### src/hw/rtl/stq_pkg.sv
// Package with the types and constants of the sorted timer queue.
package stq_pkg;
	localparam int MaxTimers = 8;
	localparam int SlotW = 3;
	localparam int CntW = 4;
	localparam int DueLimit = 8;
	localparam logic [47:0] TimeMax = 48'hFFFF_FFFF_FFFF;

	localparam logic [1:0] OP_ADD = 2'd0;
	localparam logic [1:0] OP_DEL = 2'd1;
	localparam logic [1:0] OP_REFRESH = 2'd2;

	localparam logic [2:0] KIND_ADDED = 3'd0;
	localparam logic [2:0] KIND_FULL = 3'd1;
	localparam logic [2:0] KIND_DELETED = 3'd2;
	localparam logic [2:0] KIND_UNKNOWN = 3'd3;
	localparam logic [2:0] KIND_EXPIRED = 3'd4;
	localparam logic [2:0] KIND_WAIT = 3'd5;

	// One request as it sits in the queue between front and back.
	typedef struct packed {
		logic [1:0] opcode;
		logic [47:0] now_ms;
		logic [31:0] interval_ms;
		logic repeat_req;
		logic [2:0] timer_id;
		logic [15:0] session_tag;
	} req_t;
endpackage

### src/hw/rtl/stq_front.sv
// Front part: accepts requests, drops unused codes, and queues the rest.
module stq_front import stq_pkg::*; (
	input logic clk,
	input logic arst_n,
	input logic in_valid,
	output logic in_stall,
	input req_t in_req,
	output logic q_valid,
	input logic q_take,
	output req_t q_req
);
	req_t buf_q [2];
	logic wr_q, rd_q;
	logic [1:0] cnt_q;
	logic push;

	assign in_stall = (cnt_q == 2'd2);
	// Opcode three causes no result, so it is dropped on entry.
	assign push = in_valid && !in_stall && (in_req.opcode != 2'd3);
	assign q_valid = (cnt_q != 2'd0);
	assign q_req = buf_q[rd_q];

	// Two entry queue between front and back.
	always_ff @(posedge clk or negedge arst_n) begin
		if (!arst_n) begin
			wr_q <= 1'b0;
			rd_q <= 1'b0;
			cnt_q <= 2'd0;
		end else begin
			if (push) wr_q <= ~wr_q;
			if (q_take) rd_q <= ~rd_q;
			cnt_q <= cnt_q + {1'b0, push} - {1'b0, q_take};
		end
	end

	always_ff @(posedge clk) begin
		if (push) buf_q[wr_q] <= in_req;
	end
endmodule

### src/hw/rtl/stq_back.sv
// Back part: runs add, delete and refresh on the ordered timer table.
module stq_back import stq_pkg::*; (
	input logic clk,
	input logic arst_n,
	input logic q_valid,
	output logic q_take,
	input req_t q_req,
	output logic out_valid,
	input logic out_stall,
	output logic [2:0] kind,
	output logic [2:0] slot,
	output logic [15:0] echo_tag,
	output logic signed [32:0] next_wait_ms,
	output logic last
);
	typedef enum logic [2:0] {
		S_IDLE, S_EMIT, S_DUE, S_PLACE, S_WAIT
	} state_t;

	state_t state_q;
	req_t req_q;
	logic [47:0] deadline_q [MaxTimers];
	logic [31:0] period_q [MaxTimers];
	logic [MaxTimers-1:0] used_q;
	logic [SlotW-1:0] order_q [MaxTimers];
	logic [CntW-1:0] count_q;
	logic [CntW-1:0] ndue_q;
	logic [CntW-1:0] lim_q;
	logic [SlotW-1:0] cur_q;
	logic rearm_q;

	logic [2:0] kind_q, slot_r_q;
	logic [15:0] tag_q;
	logic signed [32:0] wait_q;
	logic last_q, ovalid_q;

	logic out_free;
	logic due_now;
	logic emit;
	logic [SlotW-1:0] free_s;
	logic free_ok;
	logic [48:0] sum_add, sum_per;
	logic [47:0] dl_add, dl_per;
	logic [CntW-1:0] ins_pos, del_pos;
	logic del_hit;
	logic [SlotW-1:0] head;
	logic [48:0] diff;

	assign out_free = !ovalid_q || !out_stall;
	assign q_take = (state_q == S_IDLE) && q_valid && out_free;
	assign head = order_q[0];

	// Lowest free slot.
	always_comb begin
		free_s = '0;
		free_ok = 1'b0;
		for (int i = MaxTimers - 1; i >= 0; i--) begin
			if (!used_q[i]) begin
				free_s = SlotW'(i);
				free_ok = 1'b1;
			end
		end
	end

	// Saturating deadlines for add and for re-arm.
	assign sum_add = {1'b0, q_req.now_ms} + {17'd0, q_req.interval_ms};
	assign dl_add = sum_add[48] ? TimeMax : sum_add[47:0];
	assign sum_per = {1'b0, req_q.now_ms} + {17'd0, period_q[cur_q]};
	assign dl_per = sum_per[48] ? TimeMax : sum_per[47:0];

	// Insert position: count of entries with deadline at or before the new one.
	always_comb begin
		logic [47:0] key;
		key = (state_q == S_IDLE) ? dl_add : dl_per;
		ins_pos = '0;
		for (int i = 0; i < MaxTimers; i++) begin
			if (CntW'(i) < count_q && deadline_q[order_q[i]] <= key)
				ins_pos = ins_pos + 1'b1;
		end
	end

	// Position of the deleted slot in the list.
	always_comb begin
		del_pos = '0;
		del_hit = 1'b0;
		for (int i = MaxTimers - 1; i >= 0; i--) begin
			if (CntW'(i) < count_q && order_q[i] == q_req.timer_id) begin
				del_pos = CntW'(i);
				del_hit = 1'b1;
			end
		end
	end

	assign diff = {1'b0, deadline_q[head]} - {1'b0, req_q.now_ms};

	// The head expires now if it is due and belongs to the entries present at the start.
	assign due_now = count_q != '0 && ndue_q < lim_q && ndue_q < CntW'(DueLimit) &&
		deadline_q[head] <= req_q.now_ms;

	// A result is loaded into the output register in this cycle.
	assign emit = out_free && (state_q == S_EMIT || state_q == S_WAIT ||
		(state_q == S_DUE && due_now));

	// Sequencer and result register.
	always_ff @(posedge clk or negedge arst_n) begin
		if (!arst_n) begin
			state_q <= S_IDLE;
			used_q <= '0;
			count_q <= '0;
			ovalid_q <= 1'b0;
			ndue_q <= '0;
			rearm_q <= 1'b0;
		end else begin
			ovalid_q <= emit || (ovalid_q && out_stall);
			unique case (state_q)
				S_IDLE: begin
					if (q_valid && out_free) begin
						req_q <= q_req;
						ndue_q <= '0;
						lim_q <= count_q;
						wait_q <= '0;
						last_q <= 1'b1;
						priority if (q_req.opcode == OP_ADD) begin
							tag_q <= q_req.session_tag;
							if (!free_ok || count_q >= CntW'(MaxTimers)) begin
								kind_q <= KIND_FULL;
								slot_r_q <= '0;
							end else begin
								kind_q <= KIND_ADDED;
								slot_r_q <= free_s;
								used_q[free_s] <= 1'b1;
								deadline_q[free_s] <= dl_add;
								period_q[free_s] <= q_req.repeat_req ?
									q_req.interval_ms : 32'd0;
								for (int i = MaxTimers - 1; i > 0; i--)
									if (CntW'(i) > ins_pos) order_q[i] <= order_q[i-1];
								order_q[ins_pos[SlotW-1:0]] <= free_s;
								count_q <= count_q + 1'b1;
							end
							state_q <= S_EMIT;
						end else if (q_req.opcode == OP_DEL) begin
							tag_q <= 16'd0;
							slot_r_q <= q_req.timer_id;
							if (!used_q[q_req.timer_id]) begin
								kind_q <= KIND_UNKNOWN;
							end else begin
								kind_q <= KIND_DELETED;
								used_q[q_req.timer_id] <= 1'b0;
								if (del_hit) begin
									for (int i = 0; i < MaxTimers - 1; i++)
										if (CntW'(i) >= del_pos) order_q[i] <= order_q[i+1];
									count_q <= count_q - 1'b1;
								end
							end
							state_q <= S_EMIT;
						end else begin
							tag_q <= 16'd0;
							state_q <= S_DUE;
						end
					end
				end
				S_EMIT: begin
					// Final result waits for a free output register.
					if (out_free) begin
						state_q <= S_IDLE;
					end
				end
				S_DUE: begin
					// Pop one due head and report it once the output register is free.
					if (out_free) begin
						if (due_now) begin
							kind_q <= KIND_EXPIRED;
							slot_r_q <= head;
							last_q <= 1'b0;
							cur_q <= head;
							ndue_q <= ndue_q + 1'b1;
							for (int i = 0; i < MaxTimers - 1; i++)
								order_q[i] <= order_q[i+1];
							count_q <= count_q - 1'b1;
							rearm_q <= (period_q[head] != 32'd0);
							if (period_q[head] == 32'd0) used_q[head] <= 1'b0;
							state_q <= S_PLACE;
						end else begin
							state_q <= S_WAIT;
						end
					end
				end
				S_PLACE: begin
					// Re-armed timers go back in order; the scan stops after the starting entries.
					if (rearm_q) begin
						deadline_q[cur_q] <= dl_per;
						for (int i = MaxTimers - 1; i > 0; i--)
							if (CntW'(i) > ins_pos) order_q[i] <= order_q[i-1];
						order_q[ins_pos[SlotW-1:0]] <= cur_q;
						count_q <= count_q + 1'b1;
					end
					state_q <= S_DUE;
				end
				S_WAIT: begin
					if (out_free) begin
						kind_q <= KIND_WAIT;
						slot_r_q <= '0;
						last_q <= 1'b1;
						if (count_q == '0) wait_q <= -33'sd1;
						else if (diff[48]) wait_q <= '0;
						else if (diff[47:32] != '0) wait_q <= 33'sh0FFFF_FFFF;
						else wait_q <= {1'b0, diff[31:0]};
						state_q <= S_IDLE;
					end
				end
				default: state_q <= S_IDLE;
			endcase
		end
	end

	assign out_valid = ovalid_q;
	assign kind = kind_q;
	assign slot = slot_r_q;
	assign echo_tag = tag_q;
	assign next_wait_ms = wait_q;
	assign last = last_q;
endmodule

### src/hw/rtl/sorted_timer_queue.sv
// Top level of the sorted timer queue.
// Channel   Direction  Handshake          Payload
// input     in         in_valid/in_stall  opcode now_ms interval_ms repeat_req timer_id session_tag
// output    out        out_valid/out_stall kind slot echo_tag next_wait_ms last
// Add and delete are taken in S_IDLE and pass through S_EMIT; the result is offered
// once the output register is free.
// A refresh is taken in S_IDLE; each expired timer is reported in S_DUE and then
// re-inserted in S_PLACE if it repeats, and a final scan in S_DUE leads to the wait result in S_WAIT.
// Reset clears the slot flags and the list count; no clearing pass is needed.
// A stalled output holds the back part while the front queue keeps taking items until its two entries are full.
module sorted_timer_queue import stq_pkg::*; (
	input logic clk,
	input logic arst_n,
	input logic in_valid,
	output logic in_stall,
	input logic [1:0] opcode,
	input logic [47:0] now_ms,
	input logic [31:0] interval_ms,
	input logic repeat_req,
	input logic [2:0] timer_id,
	input logic [15:0] session_tag,
	output logic out_valid,
	input logic out_stall,
	output logic [2:0] kind,
	output logic [2:0] slot,
	output logic [15:0] echo_tag,
	output logic signed [32:0] next_wait_ms,
	output logic last
);
	req_t in_req, q_req;
	logic q_valid, q_take;

	assign in_req = '{opcode: opcode, now_ms: now_ms, interval_ms: interval_ms,
		repeat_req: repeat_req, timer_id: timer_id, session_tag: session_tag};

	stq_front u_front (.clk, .arst_n, .in_valid, .in_stall, .in_req,
		.q_valid, .q_take, .q_req);

	stq_back u_back (.clk, .arst_n, .q_valid, .q_take, .q_req, .out_valid,
		.out_stall, .kind, .slot, .echo_tag, .next_wait_ms, .last);
endmodule

### config.mk
export PLATFORM = sky130hd
export DESIGN_NAME = sorted_timer_queue
export DESIGN_NICKNAME = d
export VERILOG_FILES = /design/src/hw/rtl/stq_pkg.sv /design/src/hw/rtl/stq_front.sv /design/src/hw/rtl/stq_back.sv /design/src/hw/rtl/sorted_timer_queue.sv
export SDC_FILE = /design/constraint.sdc
export NUM_CORES = 2
export LEC_CHECK = 0
export CORE_UTILIZATION = 40
export DETAILED_ROUTE_END_ITERATION = 8
export DONT_BUFFER_PORTS = 1
export MAX_ROUTING_LAYER = met4
export PLACE_DENSITY = 0.52
export SLEW_MARGIN = 25
export SYNTH_ARGS = -nofsm -noshare
export SYNTH_HDL_FRONTEND = slang
export SYNTH_HIERARCHICAL = 1
export SYNTH_SLANG_ARGS = --single-unit
### constraint.sdc
create_clock -name clk -period 26.6 [get_ports clk]
set_clock_uncertainty 0.05 [all_clocks]
set_input_delay 1.33 -clock clk [delete_from_list [all_inputs] [get_ports clk]]
set_output_delay 1.33 -clock clk [all_outputs]
set_load 0.02 [all_outputs]
# Word-level counts from Yosys, hierarchy flattened
# Memories as Yosys holds them, arrays and structs flattened. A register that Yosys moved wholly into a read port is not among the register bits.
# Index checks and enable logic that the tools add are counted.
[word_totals] regBits=136 ramBits=868 inputBits=106 output_inout_bits=58 wordCells=488 mem_count=4
[memory_table] name="u_back.deadline_q" words=8 width=48 rd=8 rd_ports_with_merged_regs=0 write_ports=1 line_no="stq_back.sv:22" text="logic [47:0] deadline_q [MaxTimers];"
[memory_table] name="u_back.period_q" words=8 width=32 rd=2 rd_ports_with_merged_regs=1 write_ports=1 line_no="stq_back.sv:23" text="logic [31:0] period_q [MaxTimers];"
[memory_table] name="u_front.buf_q" words=2 width=102 rd=1 rd_ports_with_merged_regs=0 write_ports=1 line_no="stq_front.sv:12" text="req_t buf_q [2];"
[memory_table] name="u_back.order_q" words=8 width=3 rd=8 rd_ports_with_merged_regs=0 write_ports=8 line_no="stq_back.sv:25" text="logic [SlotW-1:0] order_q [MaxTimers];"
[classes] addsub=15 magnitude_cmp=40 n_eq_ne=26 mux=270 n_bitwise=28 reduce_logical=88
[op_table] op="48-bit less-or-equal comparator" n=9
[op_table] op="48-bit 2-to-1 mux" n=4
[op_table] op="3-bit 2-to-1 mux" n=58
[op_table] op="1-bit 2-to-1 mux" n=162
[op_table] op="33-bit 2-to-1 mux" n=4
[op_table] op="48-bit by 32-bit adder with 49-bit output" n=2
[op_table] op="4-bit 2-to-1 mux" n=19
[op_table] op="33-bit one-hot mux with 2 select lines" n=1
[op_table] op="32-bit 2-to-1 mux" n=2
[op_table] op="8-bit 2-to-1 mux" n=8
[op_table] op="1-bit logical AND" n=54
[op_table] op="48-bit by 48-bit subtractor with 49-bit output" n=1
[op_table] op="48-bit OR reduction" n=1
[op_table] op="4-bit by 1-bit adder with 4-bit output, second input constant" n=8
[op_table] op="32-bit logical NOT" n=1
[op_table] op="32-bit nonzero test" n=1
[op_table] op="3-bit equality test" n=8
[op_table] op="1-bit OR" n=21
[op_table] op="3-bit one-hot mux with 3 select lines" n=2
[op_table] op="8-bit bitwise AND" n=2
[op_table] op="3-bit by 4-bit greater-than comparator with 1-bit output, first input constant" n=4
[op_table] op="3-bit by 4-bit less-than comparator with 1-bit output, first input constant" n=4
[op_table] op="8-bit NOT" n=2
[op_table] op="8-bit one-hot mux with 2 select lines" n=1
[op_table] op="51 further kinds" n=88

# Longest topological paths before layout
# An unclocked memory read counts as a cell.
[depth] ltp_word=32 depth_mapped=60 mapped_depth_nobuf=56

# Cells and area by module
# The synthesis kept the hierarchy.
[by_module_without_submodules] module="stq_back" n_inst=1 cells_per_inst=5242 area_per_inst_um2=67468.5 seq_area_each_um2=23857.9
[by_module_without_submodules] module="stq_front" n_inst=1 cells_per_inst=335 area_per_inst_um2=7574.8 seq_area_each_um2=6226.0

# Worst setup path after synthesis
# OpenSTA, ideal clock, no wires.
[synth_path] kind="register to register" startpoint="register (tool-made name)" endpoint="memory u_back.order_q[1][1] (data pin)" setup_time_ns=0.274 arrival_time_ns=11.449 required_time_ns=26.276 slack_ns=14.827 stages_incl_launch_ff=60 n_path_buf=4 period_less_slack_ns=11.773 cell_sequence="dfxtp_1 > clkbuf_1 > buf_1 > mux4_2 > mux2_2 > ha_1 > fa_1 > a211oi_2 > o21ai_1 > or4b_1 > a31oi_4 > a21o_1 > a21oi_1 > nor3_1 > nand2_1 > nor2_1 > clkbuf_1 > o31ai_1 > [... 24 more ...] > ha_1 > o21bai_1 > o21a_1 > ha_1 > mux2_2 > o21a_1 > ha_1 > nand2_1 > nand2_1 > ha_1 > nand2b_1 > xnor2_1 > xnor2_2 > nor2_1 > and3_1 > buf_2 > a31o_1 > a2bb2oi_1"
[synth_rtl] element="end: declaration" line_no="stq_back.sv:25"

==> run_results.csv <==
group,metric,value,unit
layout,nets,6158,
die,die_area,0.1893,mm²
clocking,numCtsBuffers,115,
sta,holdWs,0.1857,ns
setup_path,path_buf_inv,4,
detailed_routing,antenna_left,0,
die,start_util,40.38,%
placed_design,dp_hpwl,209.8,mm
clocking,cts-resized-gates,0,
synth,syn_area,0.07504,mm²
sta,layout_min_cycle_time,14.03,ns
setup_path,crit_type,"flop to flop",
die,boundaryPins,164,
setup_path,path_common_cell,"ha_1",
die,die_w,435.1,µm
clocking,clock_sinks,1007,
layout,nFillCells,16710,
clocking,clk_pin_slew,0.06,ns
clocking,clk_latency,0.80,ns
die,core-area,0.1858,mm²
layout,drive_gt1_share,30.12,%
min_path,hold_class,"primary input to async pin",
die,die_h,435.1,µm
synth,syn_inst,5577,
sta,fmax,71.29,MHz
layout,final_cell_mix,"979 x edfxtp_1, 738 x mux4_2, 504 x ha_1",
setup_path,critPathMaxFanout,54,
synth,ys_ff_latch,1007,
die,rows,158,
setup_path,critical_path_depth,54,
setup_path,rr_endpoint,"u_back/order_q[7][1]$_DFFE_PP_",
status,status,"finished, final reports clean",
synth,ys_types,114,
global_routing,grt_max_degree,76,
detailed_routing,drc,0,
placed_design,postPlaceCellArea,0.07886,mm²
clocking,post_cts_buffers,0,
layout,finalInstanceArea,0.08282,mm²
sta,drv_slew,0,
setup_path,reg2reg_depth,54,
sta,maxSlewHeadroom,17.31,%
global_routing,grt_pass1_vias,54180,
global_routing,overflow,0,
setup_path,critPathMaxStageDelay,0.64,ns
global_routing,grt_pass1_wl,421.2,mm
setup_path,crit_required,27.06,ns
detailed_routing,num_vias,56230,
synth,synth-seq-area-share,40.09,%
setup_path,worstPathArrival,14.48,ns
detailed_routing,wl_per_cell,36.74,µm
clocking,tritoncts,"built",
synth,async_flop_share,2.483,%
setup_path,cp_slowest_cell,"or4b_1",
layout,areaGrowthSynthToFinish,10.36,%
synth,yosys_warnings,6,
sta,finalSetupViolCount,0,
synth,syn_area_per_cell,13.46,µm²
synth,syn_nets,6190,
setup_path,cp-start-kind,"flop",
global_routing,grt_use_total,31.92,%
sta,worstMarginPinSlew,1.230,ns
clocking,clockRootBuffer,"clkbuf_16",
synth,synth_edf_count,979,
detailed_routing,wl,299.1,mm
run,max_cap_violations,0,
clocking,htreeDepth,3,
detailed_routing,first_iter_violations,7299,
clocking,cts_hold_buf,0,
layout,seq_area,0.03009,mm²
layout,multi_input_area,0.04363,mm²
sta,tns,0,ns
sta,rsz0062_at_grt,"false",
placed_design,port_buffers,0,
sta,fin_crit_sh,52.74,%
layout,final_common_cell,"edfxtp_1",
global_routing,antenna_found_initial,17,
detailed_routing,viasPerCell,6.906,
setup_path,critical-path-top-delay-family,"compound AO/OA/AOI/OAI gates",
synth,synth_ff_type,"edfxtp_1",
detailed_routing,first_pass_iters,6,
placed_design,gp_congestion,1.011,
setup_path,worst-r2r-setup-slack,12.57,ns
sta,hold_violations,0,
setup_path,end_kind,"flop",
clocking,clockBufferDepth,3,
-- Yosys cell counts (112+ instances only) --
| master | count | area [µm²] |
|---|---|---|
| a21o_1 | 150 | 1126 |
| a21oi_1 | 300 | 1501 |
| clkbuf_1 | 248 | 930.9 |
| edfxtp_1 | 979 | 29400 |
| ha_1 | 504 | 6306 |
| inv_1 | 126 | 473.0 |
| mux2_2 | 466 | 5248 |
| mux4_2 | 738 | 16620 |
| nand2_1 | 215 | 807.0 |
| nand4_1 | 120 | 750.7 |
| nor2_1 | 200 | 750.7 |
| nor4_1 | 112 | 700.7 |
| o21ai_0 | 165 | 825.8 |
| o22ai_1 | 183 | 1145 |
-- worst max-delay path by stage --
stage | startpoint | end | slack [ns]
3_5_place_dp | u_front/rd_q$_DFFE_PN0P_ | u_back/order_q[7][1]$_DFFE_PP_ | 12.90
5_1_grt | u_front/rd_q$_DFFE_PN0P_ | u_back/order_q[7][2]$_DFFE_PP_ | 11.78
4_1_cts | u_front/rd_q$_DFFE_PN0P_ | u_back/order_q[7][1]$_DFFE_PP_ | 12.81
3_3_place_gp | flop | u_back/order_q[7][2]$_DFFE_PP_ | 12.71
2_1_floorplan | flop | u_back/order_q[1][1]$_DFFE_PP_ | 14.83
6_report | flop | u_back/order_q[7][1]$_DFFE_PP_ | 12.57
-- logic make-up (layout without fill, tap and decap cells) --
logic type      count (synthesis)  after routing  synth area share (%)
mux                          1270           1270                 30.03
fa+ha+maj                     508            508                 8.497
other cells                     0             17                     0
buf+inv                       465            532                 2.428
flops                        1007           1007                 40.09
simple gates                 1074           1074                 7.558
xor+xnor                      164            164                 2.067
compound gates               1089           1089                 9.329
-- sequential cells by signal (all words and copies together) (netlist names), named ones only --
name	flops
u_back/count_q	4
u_back/cur_q	3
u_back/deadline_q	384
u_back/echo_tag	16
u_back/kind	3
u_back/last	1
u_back/lim_q	4
u_back/ndue_q	4
u_back/next_wait_ms	33
u_back/order_q	24
u_back/out_valid	1
u_back/period_q	256
u_back/rearm_q	1
u_back/req_q	48
u_back/slot	3
u_back/state_q	3
u_back/used_q	8
u_front/buf_q	204
u_front/cnt_q	2
u_front/rd_q	1
u_front/wr_q	1
-- final cells by class --
class | instances | share of cell area, %
clock buffer | 139 | 3.609
sequential | 1007 | 36.34
multi-input combinational | 4105 | 52.68
clock inverter | 77 | 1.095
tap | 2480 | 3.747
inverter | 127 | 0.5771
timing repair buffer | 189 | 1.899
antenna | 17 | 0.05137
-- through the flow --
| step | std cells | worst slack (ns) | utilization (%) |
|---|---|---|---|
| after floorplan | 5577 | 14.83 | - |
| after detailed placement | 7908 | 12.90 | 42.44 |
| after CTS | 8124 | 12.81 | 44.53 |
| final | 8141 | 12.57 | 44.57 |
| after global routing | 8138 | 11.78 | 44.56 |
| after global placement | 7908 | 12.71 | 42.40 |
-- worst reg2reg max path, delay by kind of cell (launching register included) --
kind	cells	cell delay (ns)
flip-flops	1	0.48
multiplexers	4	1.66
adder cells (fa/ha/maj)	8	2.54
AND/OR/NAND/NOR	17	3.15
AO/OA/AOI/OAI	21	4.55
buffers and inverters	4	1.34
-- per-layer routing --
layer  track usage [%]  routed length [µm]  vias to the layer above
met2             48.27              136400                     3477
met3             7.664               30940                      657
met4             13.32               14690                        0
met5                 -                   0                        -
li1                  -                   -                    23060
met1             41.03              117100                    29030
Power is not shown: default switching activity piles up to over one toggle a cycle in this logic, so the estimate is an artifact.
